===== config.mk =====
export PLATFORM = sky130hd
export DESIGN_NAME = skfs_fifo
export DESIGN_NICKNAME = d
export VERILOG_FILES = /design/src/rtl/core/skfs_fifo.sv
export SDC_FILE = /design/constraint.sdc
export NUM_CORES = 1
export LEC_CHECK = 0
export BUFFER_PORTS_ARGS = -buffer_cell sky130_fd_sc_hd__buf_2
export CAP_MARGIN = 10
export CORE_AREA = 2 2 39 41
export DETAILED_ROUTE_END_ITERATION = 8
export DIE_AREA = 0 0 41 43
export PLACE_DENSITY = 0.51
export SYNTH_ARGS = -nofsm -noshare
export SYNTH_HDL_FRONTEND = slang
export SYNTH_SLANG_ARGS = --single-unit

===== constraint.sdc =====
create_clock -name clk_i -period 3.9 [get_ports clk_i]
set_input_delay 0.195 -clock clk_i [delete_from_list [all_inputs] [get_ports clk_i]]
set_output_delay 0.195 -clock clk_i [all_outputs]
set_load 0.02 [all_outputs]

===== src/rtl/core/skfs_fifo.sv =====
`timescale 1ns / 1ps

module skfs_fifo #(
  parameter int unsigned WIDTH = 1
) (
  input  logic             clk_i,
  input  logic             rst_ni,
  input  logic             push_i,
  input  logic [WIDTH-1:0] wdata_i,
  output logic             full_o,
  input  logic             pop_i,
  output logic [WIDTH-1:0] rdata_o,
  output logic             empty_o
);

  // two-entry queue
  logic [WIDTH-1:0] slot_q [2];
  logic             wptr_q, wptr_d;
  logic             rptr_q, rptr_d;
  logic [1:0]       cnt_q, cnt_d;
  logic             do_push, do_pop;

  assign full_o  = (cnt_q == 2'd2);
  assign empty_o = (cnt_q == 2'd0);
  assign rdata_o = slot_q[rptr_q];
  assign do_push = push_i && !full_o;
  assign do_pop  = pop_i && !empty_o;

  always_comb begin
    wptr_d = wptr_q ^ do_push;
    rptr_d = rptr_q ^ do_pop;
    cnt_d  = cnt_q;
    if (do_push && !do_pop) begin
      cnt_d = cnt_q + 2'd1;
    end else if (do_pop && !do_push) begin
      cnt_d = cnt_q - 2'd1;
    end
  end

  always_ff @(posedge clk_i or negedge rst_ni) begin
    if (!rst_ni) begin
      wptr_q <= 1'b0;
      rptr_q <= 1'b0;
      cnt_q  <= 2'd0;
    end else begin
      wptr_q <= wptr_d;
      rptr_q <= rptr_d;
      cnt_q  <= cnt_d;
    end
  end

  always_ff @(posedge clk_i) begin
    if (do_push) begin
      slot_q[wptr_q] <= wdata_i;
    end
  end

endmodule


==> results.md, run 1 <==
- Max Root-Sink Buffers: 2
- Post-DP HPWL: approximately 380 um
- Placer Congestion: between 0.5 and 0.6
- Crit path time final: 1.50 ns
- WHS Endpoint: slot_q[1]
- Placement Cell Area: ~330 sq um
- Global route total overflow: 0
- Crit path launch: cnt_q[1]
- Num CTS Buffers: 3
- Status: finished, final reports clean
- Core area: roughly 1400 sq um
- Sequential power share: 40.3%
- Worst slew pin tran: around 0.24 ns
- Critical-path top delay cell: dfrtp_1
- Die area: 1760 sq um
- Post-synth top area share: between 30 and 40%
- CTS tree: built
- Worst Path Required: 4.03 ns
- Syn. warnings: 0
- Seq/Total Area, Yosys: between 50% and 60%
- Top cells by area, synth: dfrtp_1 (36%), edfxtp_1 (22%), ha_1 (14%)
- Reg2Reg Depth: 6
- TritonRoute pass-1 iters: 1
- Vias in the first global route: about 200
- Pins Over Slew Limit: 0
- Mean number of vias per cell: about 3.6
- GRT Total Usage: between 7 and 8%
- Final routed DRC violation total: 0
- CTS Hold Bufs: 1
- Nets: between 40 and 50
- Slew headroom: between 80% and 90%
- Post-synth EDFFs: 2
- Initial Util: about a fifth
- I/O Buffers: 7
- Die height: approximately 43 um
- Clock Tree Root: clkbuf_4
- Switching part of the total: a little under two fifths
- Final Skew: 0.00448 ns
- Setup Fix Bufs, Post-CTS: 0
- HP Start: wdata_i
- Count leader, synth: dfrtp_1
- Flops & latches, synth: 6
- Io pins: 8
- Most used DFF post-synth: dfrtp_1
- FF-to-FF End: cnt_q[1]
- Cell count after synthesis: 21
- Reg2reg setup slack: 2.40 ns
- Routed wire per std cell: around 10 um
- Clock Pin Slew Worst Setup and Hold Paths: ~0.050 ns
- CP arrival: approximately 1.6 ns
- Clk network pwr share: ~19%
- Layout cell share with drive strength beyond 1: roughly 34%
- Initial DRC count: 0
- First-pass GRT wire length: 786 um
- Max IR drop VDD: ~0.28 mV
- Gate power share: just over 40%
- Cell area after layout: between 300 and 400 sq um
- Rows: 14
- Antenna diode count: 0
- Area Growth Syn to Fin: 31.7%
- Final Hold Viols: 0
- Max Freq: between 600 and 700 MHz
- Sw power: 0.108 mW
- DRT antenna net count: 0
- Final Routed Wirelength: ~480 um
- Power per cell area: approximately 800 nW/um^2
- Ys async rst share: between 60% and 70%
- Final hold slack: 0.148 ns
- Worst hold path class: input pin to flop
- Synth cell types: 10
- Max Cap Viol: 0
- Area leader, netlist: dfrtp_1
- Worst reg2reg path startpoint: cnt_q[1]
- Filler Cells Inserted: 145
- CTS Sinks: 6
- Post_cts resized: 0
- Clock Latency Late Sink: between 0.2 and 0.25 ns
- RSZ-0062 raised after global routing: false
- H-tree levels: 1
- Critical Path Fanout Max: 4
- Total number of vias: around 170
- Top cells by count, synth: dfrtp_1 (4), ha_1 (3)
- Initial antenna violation count: 0
- Critical path class: flop to flop
- Critical-path cell list: nor2b_1, nor2b_1, ha_1, xor2_1, nor2_1, xor2_1
- Crit end category: flop
- Max stage delay on crit path: ~0.41 ns
- Leakage: about 0.17 nW
- Syn Nets: 29
- Startpoint class of the critical path: flop
- Total negative slack: 0 ns
- WHS Path Cells: 1
- Largest net degree at the start of global routing: 6
- Mapped Area: between 200 and 300 sq um
- Mean post-synth cell area: 13.2 sq um
- Final Setup Violations: 0
- Die width: approximately 41 um
- Pint: between 0.15 and 0.2 mW
- Final clock period utilization by the worst path: around two fifths
==> cell families after synthesis <==
kind of cell,synth area share [%]
flops,57.9
xor+xnor,12.7
simple gates,7.24
fa+ha+maj,13.6
buf+inv,2.72
compound gates,1.81
mux,4.07
==> worst max path at each step <==
stage                to  slack, ns  cells past startpoint
6_report       cnt_q[1]       2.40                      6
5_1_grt        cnt_q[1]       2.30                      6
4_1_cts        cnt_q[1]       2.37                      6
3_5_place_dp   cnt_q[1]       2.39                      6
3_3_place_gp   cnt_q[1]       2.53                      6
2_1_floorplan  cnt_q[1]       2.31                      6
==> layout make-up <==
type,instances,area (sq um),area share [%]
well taps,16,20.0,5.50
flip-flops and latches,6,160,44.0
repair buffers,8,45.0,12.4
clock buffers,3,22.5,6.19
inverters,2,7.51,2.06
multi-input cells,13,109,29.9
==> stage by stage <==
stage,utilization [%],instances,power [mW],setup WS (ns)
2_1_floorplan,-,21,0.203,2.31
5_1_grt,26.3,48,0.319,2.30
4_1_cts,26.3,48,0.299,2.37
6_report,26.3,48,0.292,2.40
3_5_place_dp,24.0,44,0.237,2.39
3_3_place_gp,24.0,44,0.227,2.53
==> power groups by stage <==
stage | combinational [mW] | sequential [mW] | clock, mW
floorplan | 0.0894 | 0.113 | 0
finish | 0.118 | 0.118 | 0.0566
CTS | 0.119 | 0.119 | 0.0608
detailed placement | 0.118 | 0.119 | 0
global route | 0.133 | 0.123 | 0.0640
global placement | 0.112 | 0.115 | 0
==> registers in the layout (all words and copies together), names as in the netlist <==
signal	flops
cnt_q	2
slot_q	2
rptr_q	1
wptr_q	1
==> critical path, delay by kind of cell, from the launching register on <==
family	cells	cell delay, ns
xor gates and xnor gates	2	0.32
adders and majority gates	1	0.21
DFF	1	0.41
and+or+nand+nor	3	0.46
==> cells in the final DEF (no fill, tap or decap), drive strengths merged <==
master       Yosys  routed
clkbuf           0       3
nor2             2       2
edfxtp           2       2
dlygate4sd3      0       1
nor2b            2       2
inv              2       2
o21ai            1       1
xnor2            2       2
dfrtp            4       4
ha               3       3
xor2             2       2
buf              0       7
mux2             1       1
==> routing by layer <==
layer	vias up	GRT usage, %	part of all wire (%)
met3	0	6.28	9.6
met5	-	0	0
li1	90	-	-
met4	0	6.00	0
met1	76	5.92	43
met2	8	11.3	47
No activity file was read; power rests on OpenSTA's default activity.
==> inputs of run 2 (changes only) <==
Settings changed: PLACE_DENSITY 0.51 to 0.52.
Clock period 3.9 ns to 1.2 ns, I/O delays scaled along.
==> results.md, run 2 (synthesized netlist as in run 1, its figures left out) <==
- Status: finished, violations left
- Failing checks: setup timing
- CP delay by family, top: flip-flops
- Antenna diode count: 0 (unchanged)
- Global route total overflow: 0 (unchanged)
- Sw power: 0.433 mW (+300%)
- Max Freq: 777 MHz (+17%)
- Rows: 14 (unchanged)
- Worst hold path class: input pin to async pin
- Area Growth Syn to Fin: 76.5%
- GRT Total Usage: 9.39% (+1.8 points)
- Num CTS Buffers: 3 (unchanged)
- Mean number of vias per cell: 3.76 (+3.7%)
- Initial DRC count: 1 (+1)
- Place WS: -0.151 ns (-2.54 ns)
- Initial antenna violation count: 0 (unchanged)
- Power per cell area: 2580 nW/um^2 (+220%)
- Vias in the first global route: 247 (+21%)
- Die area: 1760 sq um (unchanged)
- Final hold slack: 0.161 ns (+0.0127 ns)
- Final core occ: 35.3% (+9.0 points)
- Final routed DRC violation total: 0 (unchanged)
- Critical path class: flop to flop
- Final Hold Viols: 0 (unchanged)
- Total negative slack: -0.144 ns (-0.144 ns)
- Layout cell share with drive strength beyond 1: 61.9% (+28 points)
- Gate power share: 53.7% (+13 points)
- Area of the multi-input gates: 155 sq um (+43%)
- Crit path time final: 1.29 ns (-0.216 ns)
- Max Root-Sink Buffers: 2 (unchanged)
- Setup ws final: -0.0869 ns (-2.48 ns)
- Die height: 43 um (unchanged)
- Pins Over Slew Limit: 0 (unchanged)
- DRT antenna net count: 0 (unchanged)
- Core area: 1380 sq um (unchanged)
- Switching part of the total: 34.4% (-2.7 points)
- Startpoint class of the critical path: flop
- Final Routed Wirelength: 539 um (+13%)
- Clock Latency Late Sink: 0.24 ns (about the same)
- Max IR drop VDD: 0.831 mV (+200%)
- Final Skew: 0.00431 ns (-0.000175 ns)
- Max Cap Viol: 0 (unchanged)
- Final Setup Violations: 3 (+3)
- Commonest non-fill, non-tap cells in the layout: buf_4 (9), buf_2 (6), clkbuf_4 (3), dfrtp_1 (3)
- Critical Path Fanout Max: 4 (unchanged)
- Crit end category: flop
- Worst slew pin tran: 0.169 ns (-0.0719 ns)
- CTS tree: built
- CTS Sinks: 6 (unchanged)
- Worst Path Buf+Inv: 0 (unchanged)
- TritonRoute pass-1 iters: 2 (+1)
- Placer Congestion: 0.558 (+6.1%)
- First-pass GRT wire length: 952 um (+21%)
- CP arrival: 1.45 ns (-0.18 ns)
- Clock Pin Slew Worst Setup and Hold Paths: 0.05 ns (about the same)
- Nets: 51 (+21%)
- H-tree levels: 1 (unchanged)
- Clock Tree Root: clkbuf_4
- Worst Path Required: 1.36 ns (-2.67 ns)
- Max stage delay on crit path: 0.44 ns (+0.03 ns)
- Io pins: 8 (unchanged)
- Regs by FF count: cnt_q (2), slot_q (2)
- Critical-path top delay cell: dfrtp_2
- Leakage: 0.230 nW (+32%)
- I/O Buffers: 7 (unchanged)
- Total number of vias: 218 (+25%)
- Critical-path cell list: nor2b_4, nor2b_4, ha_4, xor2_1, nor2_1, xor2_1
- Sequential Area: 161 sq um (+0.78%)
- Sequential power share: 30.5% (-9.8 points)
- Filler Cells Inserted: 154 (+6.2%)
- Clk network pwr share: 15.8% (-3.6 points)
- Pint: 0.826 mW (+350%)
- Die width: 41 um (unchanged)
- RSZ-0062 raised after global routing: true
- Initial Util: 20.0% (unchanged)
- Post-DP HPWL: 423 um (+12%)
- Slew headroom: 88.7% (+4.8 points)
- Largest net degree at the start of global routing: 5 (-1)
- Routed wire per std cell: 9.29 um (-6.7%)
- Commonest non-fill, non-tap cell in the layout: buf_4
- Final clock period utilization by the worst path: 107% (+69 points)
## run 2: final timing paths
check                      startpoint  endpoint  slack (ns)  cells past startpoint
max                          cnt_q[0]  cnt_q[1]       -0.09                      6
min                            rst_ni    wptr_q        0.16                      2
max reg2reg                  cnt_q[0]  cnt_q[1]       -0.09                      6
min reg2reg                    rptr_q    rptr_q        0.55                      2
max in group asynchronous      rst_ni  cnt_q[0]        0.90                      2
min in group clk_i              pop_i    rptr_q        0.20                      4
## run 2: area by class of cell
type | instances | area share [%]
Tap cell | 16 | 4.10
Clock buffer | 4 | 5.38
Inverter | 2 | 1.54
Multi-Input combinational cell | 13 | 31.8
Timing Repair Buffer | 17 | 24.1
Sequential cell | 6 | 33.1
## run 2: power by group through the flow
stage | logic [mW] | registers (mW) | clock network (mW)
after detailed placement | 0.552 | 0.392 | 0
after CTS | 0.592 | 0.392 | 0.215
final | 0.676 | 0.384 | 0.199
after global placement | 0.540 | 0.381 | 0
after global routing | 0.754 | 0.397 | 0.231
after floorplan | 0.350 | 0.382 | 0
## run 2: stage by stage
step	cell area (sq um)	instances	power, mW
floorplan	305	21	0.732
global placement	398	49	0.921
detailed placement	398	49	0.944
CTS	455	56	1.20
global route	488	58	1.38
finish	488	58	1.26
## run 2: per-layer routing
layer	vias up	wire length (um)	track usage [%]	part of all wire (%)
met4	0	0	8.00	0
met5	-	0	0	0
met2	8	287	14.1	53
met1	101	201	6.56	37
li1	109	-	-	-
met3	0	49	8.38	9.1
## run 2: repair_timing
item,4_1_cts,5_1_grt
resized for setup,1,3
hold endpoints to repair,6,0
setup endpoints to repair,3,6
pin swaps,3,0
hold buffers,2,0
buffers inserted,1,2
gates cloned,0,0
