### src/rtl/core/skfs_pkg.sv
`timescale 1ns / 1ps

package skfs_pkg;

  localparam int unsigned OP_W  = 2;
  localparam int unsigned IDX_W = 10;
  localparam int unsigned KEY_W = 32;
  localparam int unsigned CNT_W = 11;

  // operation codes of a request
  localparam logic [OP_W-1:0] OP_WRITE   = 2'd0;
  localparam logic [OP_W-1:0] OP_NEAREST = 2'd1;
  localparam logic [OP_W-1:0] OP_EXACT   = 2'd2;

  typedef enum logic [1:0] {
    KIND_WRITE,
    KIND_SEARCH,
    KIND_NOP
  } kind_e;

  typedef struct packed {
    kind_e             kind;
    logic [IDX_W-1:0]  entry_index;
    logic [KEY_W-1:0]  key_value;
  } cmd_t;

  typedef struct packed {
    logic [IDX_W-1:0]  result_index;
    logic              matched;
  } res_t;

endpackage

### src/rtl/core/skfs_fifo.sv
`timescale 1ns / 1ps

module skfs_fifo #(
  parameter int unsigned WIDTH = 1
) (
  input  logic             clk_i,
  input  logic             rst_ni,
  input  logic             push_i,
  input  logic [WIDTH-1:0] wdata_i,
  output logic             full_o,
  input  logic             pop_i,
  output logic [WIDTH-1:0] rdata_o,
  output logic             empty_o
);

  // two-entry queue
  logic [WIDTH-1:0] slot_q [2];
  logic             wptr_q, wptr_d;
  logic             rptr_q, rptr_d;
  logic [1:0]       cnt_q, cnt_d;
  logic             do_push, do_pop;

  assign full_o  = (cnt_q == 2'd2);
  assign empty_o = (cnt_q == 2'd0);
  assign rdata_o = slot_q[rptr_q];
  assign do_push = push_i && !full_o;
  assign do_pop  = pop_i && !empty_o;

  always_comb begin
    wptr_d = wptr_q ^ do_push;
    rptr_d = rptr_q ^ do_pop;
    cnt_d  = cnt_q;
    if (do_push && !do_pop) begin
      cnt_d = cnt_q + 2'd1;
    end else if (do_pop && !do_push) begin
      cnt_d = cnt_q - 2'd1;
    end
  end

  always_ff @(posedge clk_i or negedge rst_ni) begin
    if (!rst_ni) begin
      wptr_q <= 1'b0;
      rptr_q <= 1'b0;
      cnt_q  <= 2'd0;
    end else begin
      wptr_q <= wptr_d;
      rptr_q <= rptr_d;
      cnt_q  <= cnt_d;
    end
  end

  always_ff @(posedge clk_i) begin
    if (do_push) begin
      slot_q[wptr_q] <= wdata_i;
    end
  end

endmodule

### src/rtl/core/skfs_front.sv
`timescale 1ns / 1ps

module skfs_front
  import skfs_pkg::*;
(
  input  logic             clk_i,
  input  logic             rst_ni,
  input  logic             push_i,
  output logic             full_o,
  input  logic [OP_W-1:0]  operation_i,
  input  logic [IDX_W-1:0] entry_index_i,
  input  logic [KEY_W-1:0] key_value_i,
  output logic             cmd_valid_o,
  output cmd_t             cmd_o,
  input  logic             cmd_pop_i
);

  cmd_t cmd_in;
  logic cmd_empty;

  always_comb begin
    cmd_in.entry_index = entry_index_i;
    cmd_in.key_value   = key_value_i;
    unique case (operation_i) inside
      OP_WRITE:             cmd_in.kind = KIND_WRITE;
      OP_NEAREST, OP_EXACT: cmd_in.kind = KIND_SEARCH;
      default:              cmd_in.kind = KIND_NOP;
    endcase
  end

  skfs_fifo #(
    .WIDTH($bits(cmd_t))
  ) u_cmd_queue (
    .clk_i   (clk_i),
    .rst_ni  (rst_ni),
    .push_i  (push_i),
    .wdata_i (cmd_in),
    .full_o  (full_o),
    .pop_i   (cmd_pop_i),
    .rdata_o (cmd_o),
    .empty_o (cmd_empty)
  );

  assign cmd_valid_o = !cmd_empty;

endmodule

### config.mk
export PLATFORM = sky130hd
export DESIGN_NAME = skfs_front
export DESIGN_NICKNAME = d
export VERILOG_FILES = /design/src/rtl/core/skfs_pkg.sv /design/src/rtl/core/skfs_fifo.sv /design/src/rtl/core/skfs_front.sv
export SDC_FILE = /design/constraint.sdc
export NUM_CORES = 1
export LEC_CHECK = 0
export BUFFER_PORTS_ARGS = -buffer_cell sky130_fd_sc_hd__buf_2
export CORE_MARGIN = 4
export CORE_UTILIZATION = 39
export CTS_CLUSTER_SIZE = 20
export DETAILED_ROUTE_END_ITERATION = 8
export PLACE_DENSITY = 0.72
export SYNTH_ARGS = -nofsm -noshare
export SYNTH_HDL_FRONTEND = slang
export SYNTH_SLANG_ARGS = --single-unit
### constraint.sdc
create_clock -name clk_i -period 4.7 [get_ports clk_i]
set_input_delay 0.94 -clock clk_i [delete_from_list [all_inputs] [get_ports clk_i]]
set_output_delay 0.94 -clock clk_i [all_outputs]
set_load 0.01 [all_outputs]
==> metrics.yaml, run 1 <==
ys_seq_area_frac: 0.7630
hp-class: "input pin to asynchronous set/reset pin"
ir_worst_vdd_uv: 221.3
end_kind: "primary output"
die_h_microns: 104.0
cts_resized: 0
power_frac_comb: 0.312
die_w_microns: 104.0
clkPwrFrac: 0.210
synthSimpleGateAreaFrac: 0.007309
antenna_found_initial: 0
fin_worst_skew_ps: 7.041
fin_ws_ps: 1499
post-route-util: 0.4888
rsz0062_at_grt: "no"
hpwlAfterDp_mm: 3.638
grt_overflow: 0
synth_nets: 208
internal_power_w: 0.001874
grt-busiest-layer: "met2"
finalHoldViolations: 0
yosysTopAreaCell: "edfxtp_1"
postCtsHoldBufs: 0
crit_path_top_delay_cell: "dfrtp_2"
drt-initial-drc-count: 32
finalSetupTns_ps: 0
cts_tree: "built"
htreeDepth: 3
postCtsSetupBuffers: 0
place_area_sq_mm: 0.004118
port-buffer-count: 93
syn_inst: 156
switching_share: 0.2817
drv_cap: 0
synth_top_family_by_area: "multiplexers"
p_leak_nw: 1.739
core_sq_mm: 0.008848
grt_max_degree: 45
cts_buffer_depth: 2
worst-setup-path-type: "register to primary output"
path_cells: "buf_4, mux2_4, buf_2"
ys_types: 14
grt_use_total: 0.1062
p_switching_w: 0.0007347
pwr-share-seq: 0.478
clock-root-buffer: "clkbuf_8"
synth_top_cells_by_area: "edfxtp_1 74%, mux2_4 16%, dfrtp_1 2.8%, buf_12 2.2%, mux2_2 1.6%"
stdcell_area_sq_mm: 0.004325
outcome: "completed"
cts_sinks: 92
synthesis.area_sq_mm: 0.003595
avgSynthCellArea_sq_um: 23.04
arrival_ps: 2260
whs_ps: 387.5
synthAdderAreaFrac: 0.01392
fmax_ghz: 0.3124
met2_usage: 0.1871
finalCritPeriodShare: 0.6810
critical_path_required_ps: 3760
synth-compound-area-share: 0
critPathMaxStageDelay_ps: 1030
finalSetupViolations: 0
startpoint_type: "register"
pin_count: 94
ys_ff_latch: 92
synth-xor-area-share: 0.009746
placementRows: 34
path_max_fanout: 32
slew_headroom: 0.2569
finalWeightedCongestion: 0.6742
start_util: 0.4063
use_met3: 0.03911
num_vias: 1688
grt_util_met1: 0.1155
firstDrtPassIters: 4
drive_gt1_frac: 0.5900
dp_slack_ps: 1816
num_antenna_cells: 0
dieArea_sq_mm: 0.01082
grt_pass1_wl_mm: 8.935
syn_to_final_growth_pct: 20.33
grt_pass1_vias: 1869
finalNetCount: 308
drt-total-wl_mm: 5.553
tightest_slew_ps: 1115
synth.mux.area_fraction: 0.1786
p_per_area_mw_per_mm2: 603.1
clock_latency_ps: 340
routedWlPerCell_microns: 15.05
synth_warnings: 0
drv_slew: 0
drc: 0
period_needed_ps: 3201
synth_top_area_share: 0.7351
ant_nets: 0
viasPerCell: 4.575
clkTransAtPathRegs_ps: 80
cts_buffers: 9
cells by family after synthesis:
kind of cell	count (synthesis)
buf+inv	7
fa+ha+maj	4
xor+xnor	4
simple gates	5
mux	44
flops	92
stage by stage:
step	instances	total power (W)
floorplan	156	0.001885
global placement	353	0.002090
detailed placement	353	0.002108
CTS	369	0.002659
global route	369	0.002761
finish	369	0.002609
flip-flops by register name, indices dropped and copies added, names as in the netlist:
| signal | flops |
|---|---|
| u_cmd_queue.cnt_q | 2 |
| u_cmd_queue.rptr_q | 1 |
| u_cmd_queue.slot_q | 88 |
| u_cmd_queue.wptr_q | 1 |
area by class of cell:
class | count | area (sq um)
Inverter | 2 | 7.507
Timing Repair Buffer | 94 | 473.0
Clock buffer | 11 | 131.4
Tap cell | 108 | 135.1
Fill cell | 787 | 4523
Sequential cell | 92 | 2744
Clock inverter | 5 | 76.32
Multi-Input combinational cell | 57 | 758.2
synth_stat cells:
master,count
nor2_1,1
mux2_2,5
xor2_1,2
ha_1,4
edfxtp_1,88
nand2_1,1
xnor2_1,2
nor2b_1,2
buf_12,4
buf_6,1
or2_1,1
dfrtp_1,4
mux2_4,39
inv_1,2
routing by layer:
| metal | vias up | share of wire |
|---|---|---|
| met2 | 60 | 0.53 |
| met1 | 817 | 0.39 |
| met5 | - | 0 |
| li1 | 803 | - |
| met4 | 0 | 0.013 |
| met3 | 8 | 0.069 |
path summary, 6_finish.rpt:
check                                                      start                                   to  slack [ps]  cells after the start
min in group clk_i              u_cmd_queue.cnt_q[1]$_DFFE_PN0P_     u_cmd_queue.cnt_q[1]$_DFFE_PN0P_         510                      1
worst max-delay path                u_cmd_queue.rptr_q$_DFF_PN0_                            cmd_o[17]        1500                      3
worst min register to register  u_cmd_queue.cnt_q[1]$_DFFE_PN0P_     u_cmd_queue.cnt_q[1]$_DFFE_PN0P_         510                      1
worst min-delay path                                      rst_ni     u_cmd_queue.cnt_q[0]$_DFFE_PN0P_         390                      1
worst max register to register  u_cmd_queue.cnt_q[1]$_DFFE_PN0P_  u_cmd_queue.slot_q[1][29]$_DFFE_PP_        2480                      3
max in group asynchronous                                 rst_ni         u_cmd_queue.rptr_q$_DFF_PN0_        4180                      1
power groups by stage:
stage	Sequential (W)	Combinational (W)	Clock (W)
4_1_cts	0.00126	0.000837	0.000567
2_1_floorplan	0.00118	0.000700	0
3_3_place_gp	0.00126	0.000826	0
6_report	0.00125	0.000814	0.000547
3_5_place_dp	0.00127	0.000833	0
5_1_grt	0.00127	0.000884	0.000604
worst max-delay path: cells and delay by family (launching register included):
family	cells	cell delay [ps]
buffers and inverters	2	550
DFF	1	1030
muxes	1	330
layout by cell type, fill, tap and decap left out, types with 3 or more instances in the layout:
master,instances
buf_2,93
edfxtp_1,88
mux2_4,39
clkbuf_8,9
mux2_2,5
dfrtp_1,3
(Power assumes the default switching activity.)
==> run 2, diff against run 1 <==
Settings changed: ABC_AREA set to 1.
Clock period 4.7 ns to 3.19 ns, I/O delays scaled along.
==> metrics.yaml, run 2 <==
avgSynthCellArea_sq_um: 13.54
arrival_ps: 1700
synthesis.area_sq_mm: 0.003507
p_leak_nw: 1.866
firstDrtPassIters: 4
syn_to_final_growth_pct: 22.62
ant_nets: 0
cts_buffers: 9
endpoint: "cmd_o[22]"
ys_types: 14
critical_path_required_ps: 2550
fin_worst_skew_ps: 11.58
grt-busiest-layer: "met2"
pin_count: 94
drt-initial-drc-count: 68
synth_nets: 311
cts_buffer_depth: 2
finalNetCount: 409
yosysTopAreaCell: "edfxtp_1"
met2_usage: 0.2205
cts_resized: 0
fmax_ghz: 0.4283
r2r_end: "u_cmd_queue.slot_q[0][41]$_DFFE_PP_"
startpoint_type: "register"
num_antenna_cells: 0
grt_overflow: 0
cts_tree: "built"
clock-root-buffer: "clkbuf_8"
synth-edff-count: 88
finalWeightedCongestion: 0.6704
routedWlPerCell_microns: 13.51
dieArea_sq_mm: 0.01057
instances_no_fill: 470
post-route-util: 0.4931
placementRows: 34
hp-class: "input pin to asynchronous set/reset pin"
synth_top_cells_by_area: "edfxtp_1 75%, nand2_1 14%, dfrtp_1 2.9%, nand2_2 1.8%, buf_6 1.6%"
synth_common_cells: "130 x nand2_1, 88 x edfxtp_1, 10 x nand2_2"
clock_latency_ps: 340
core_sq_mm: 0.008721
finalSetupViolations: 0
path_max_fanout: 28
die_h_microns: 102.8
drv_cap: 0
top_regs: "u_cmd_queue.slot_q: 88 flops, u_cmd_queue.cnt_q: 2 flops"
end_kind: "primary output"
rr_startpoint: "u_cmd_queue.cnt_q[1]$_DFFE_PN0P_"
grt_pass1_wl_mm: 9.584
postCtsHoldBufs: 0
drv_slew: 0
mostFrequentLayoutCell: "nand2_1"
worst-setup-path-type: "register to primary output"
use_met3: 0.04736
slew_headroom: 0.6389
drt-total-wl_mm: 6.352
synth_ff_type: "edfxtp_1"
num_vias: 2077
drive_gt1_frac: 0.3398
viasPerCell: 4.419
place_inst: 454
synth.most_common_cell: "nand2_1"
grt_pass1_vias: 2090
clkTransAtPathRegs_ps: 80
r2r_setup_slack_ps: 1220
synth_warnings: 0
tightest_slew_ps: 541.6
ys_ff_latch: 92
cts_sinks: 92
ys_seq_area_frac: 0.7820
grt_max_degree: 46
largest_reg_flops: 88
grt_use_total: 0.1229
async_reset_ff_frac: 0.04348
finalSetupTns_ps: 0
p_per_area_mw_per_mm2: 907.4
grt_util_met1: 0.1323
postCtsSetupBuffers: 0
syn_inst: 259
whs_ps: 86.73
total_power_w: 0.003902
port-buffer-count: 93
drc: 0
largest-register: "u_cmd_queue.slot_q"
start_util: 0.4022
synth_top_area_share: 0.7535
ir_worst_vdd_uv: 463.4
htreeDepth: 3
outcome: "completed"
layout_common_cells: "130 x nand2_1, 93 x buf_2, 88 x edfxtp_1"
reg2reg_depth: 5
period_needed_ps: 2335
die_w_microns: 102.8
rsz0062_at_grt: "no"
finalCritPeriodShare: 0.7319
antenna_found_initial: 0
finalHoldViolations: 0
startpoint: "u_cmd_queue.rptr_q$_DFF_PN0_"
hpwlAfterDp_mm: 4.217
[run 2: changes by cell type after synthesis, sizes merged]
cell,before,now
buf,5,9
nand4,0,1
nand3,0,2
xor2,2,0
mux2,44,0
inv,2,8
xnor2,2,1
or2,1,0
nor2b,2,0
nor2,1,2
nand2,1,140
[run 2: cells by family (layout without fill, tap and decap cells)]
| group | Yosys count | after routing | share of synthesized area |
|---|---|---|---|
| buffers and inverters | 17 | 120 | 0.03746 |
| adder cells (fa/ha/maj) | 4 | 4 | 0.01427 |
| XOR/XNOR | 1 | 1 | 0.002498 |
| AND/OR/NAND/NOR | 145 | 145 | 0.1638 |
| flip-flops | 92 | 92 | 0.7820 |
[run 2: area by class of cell]
class | instances | area, sq um
clock buffer | 11 | 131.4
multi-input combinational | 150 | 638.1
clock inverter | 5 | 101.3
timing repair buffer | 96 | 513.0
sequential | 92 | 2744
tap | 108 | 135.1
fill | 790 | 4420
inverter | 8 | 37.54
[run 2: worst max-delay path: stages (launching register included)]
cell     delay (ps)
dfrtp_2         630
buf_4           390
nand2_1          90
nand2_1          90
buf_2           130
[run 2: power breakdown]
group	internal [W]	switching [W]
clock	0.000519	0.000364
sequential	0.00165	0.000115
combinational	0.000446	0.000804
[run 2: how the worst min path moves through the flow]
stage | start | cells past startpoint | to | slack [ps]
after floorplan | rst_ni | 0 | u_cmd_queue.cnt_q[0]$_DFFE_PN0P_ | 340
after global placement | rst_ni | 1 | u_cmd_queue.cnt_q[1]$_DFFE_PN0P_ | 450
after detailed placement | rst_ni | 1 | u_cmd_queue.cnt_q[1]$_DFFE_PN0P_ | 450
after CTS | rst_ni | 1 | u_cmd_queue.cnt_q[1]$_DFFE_PN0P_ | 70
after global routing | rst_ni | 1 | u_cmd_queue.rptr_q$_DFF_PN0_ | 60
final | rst_ni | 1 | u_cmd_queue.cnt_q[1]$_DFFE_PN0P_ | 90
[run 2: layer usage]
layer,part of all wire,vias to the layer above
li1,-,1057
met1,0.40,947
met2,0.52,69
met3,0.076,4
met4,0.0046,0
met5,0,-
[run 2: stage by stage]
step | cell area [sq um] | setup WS, ps
final | 4300 | 855.1
after global routing | 4300 | 680.5
after CTS | 4300 | 789.7
after detailed placement | 4068 | 984.5
after global placement | 4068 | 1038
after floorplan | 3507 | 815.5
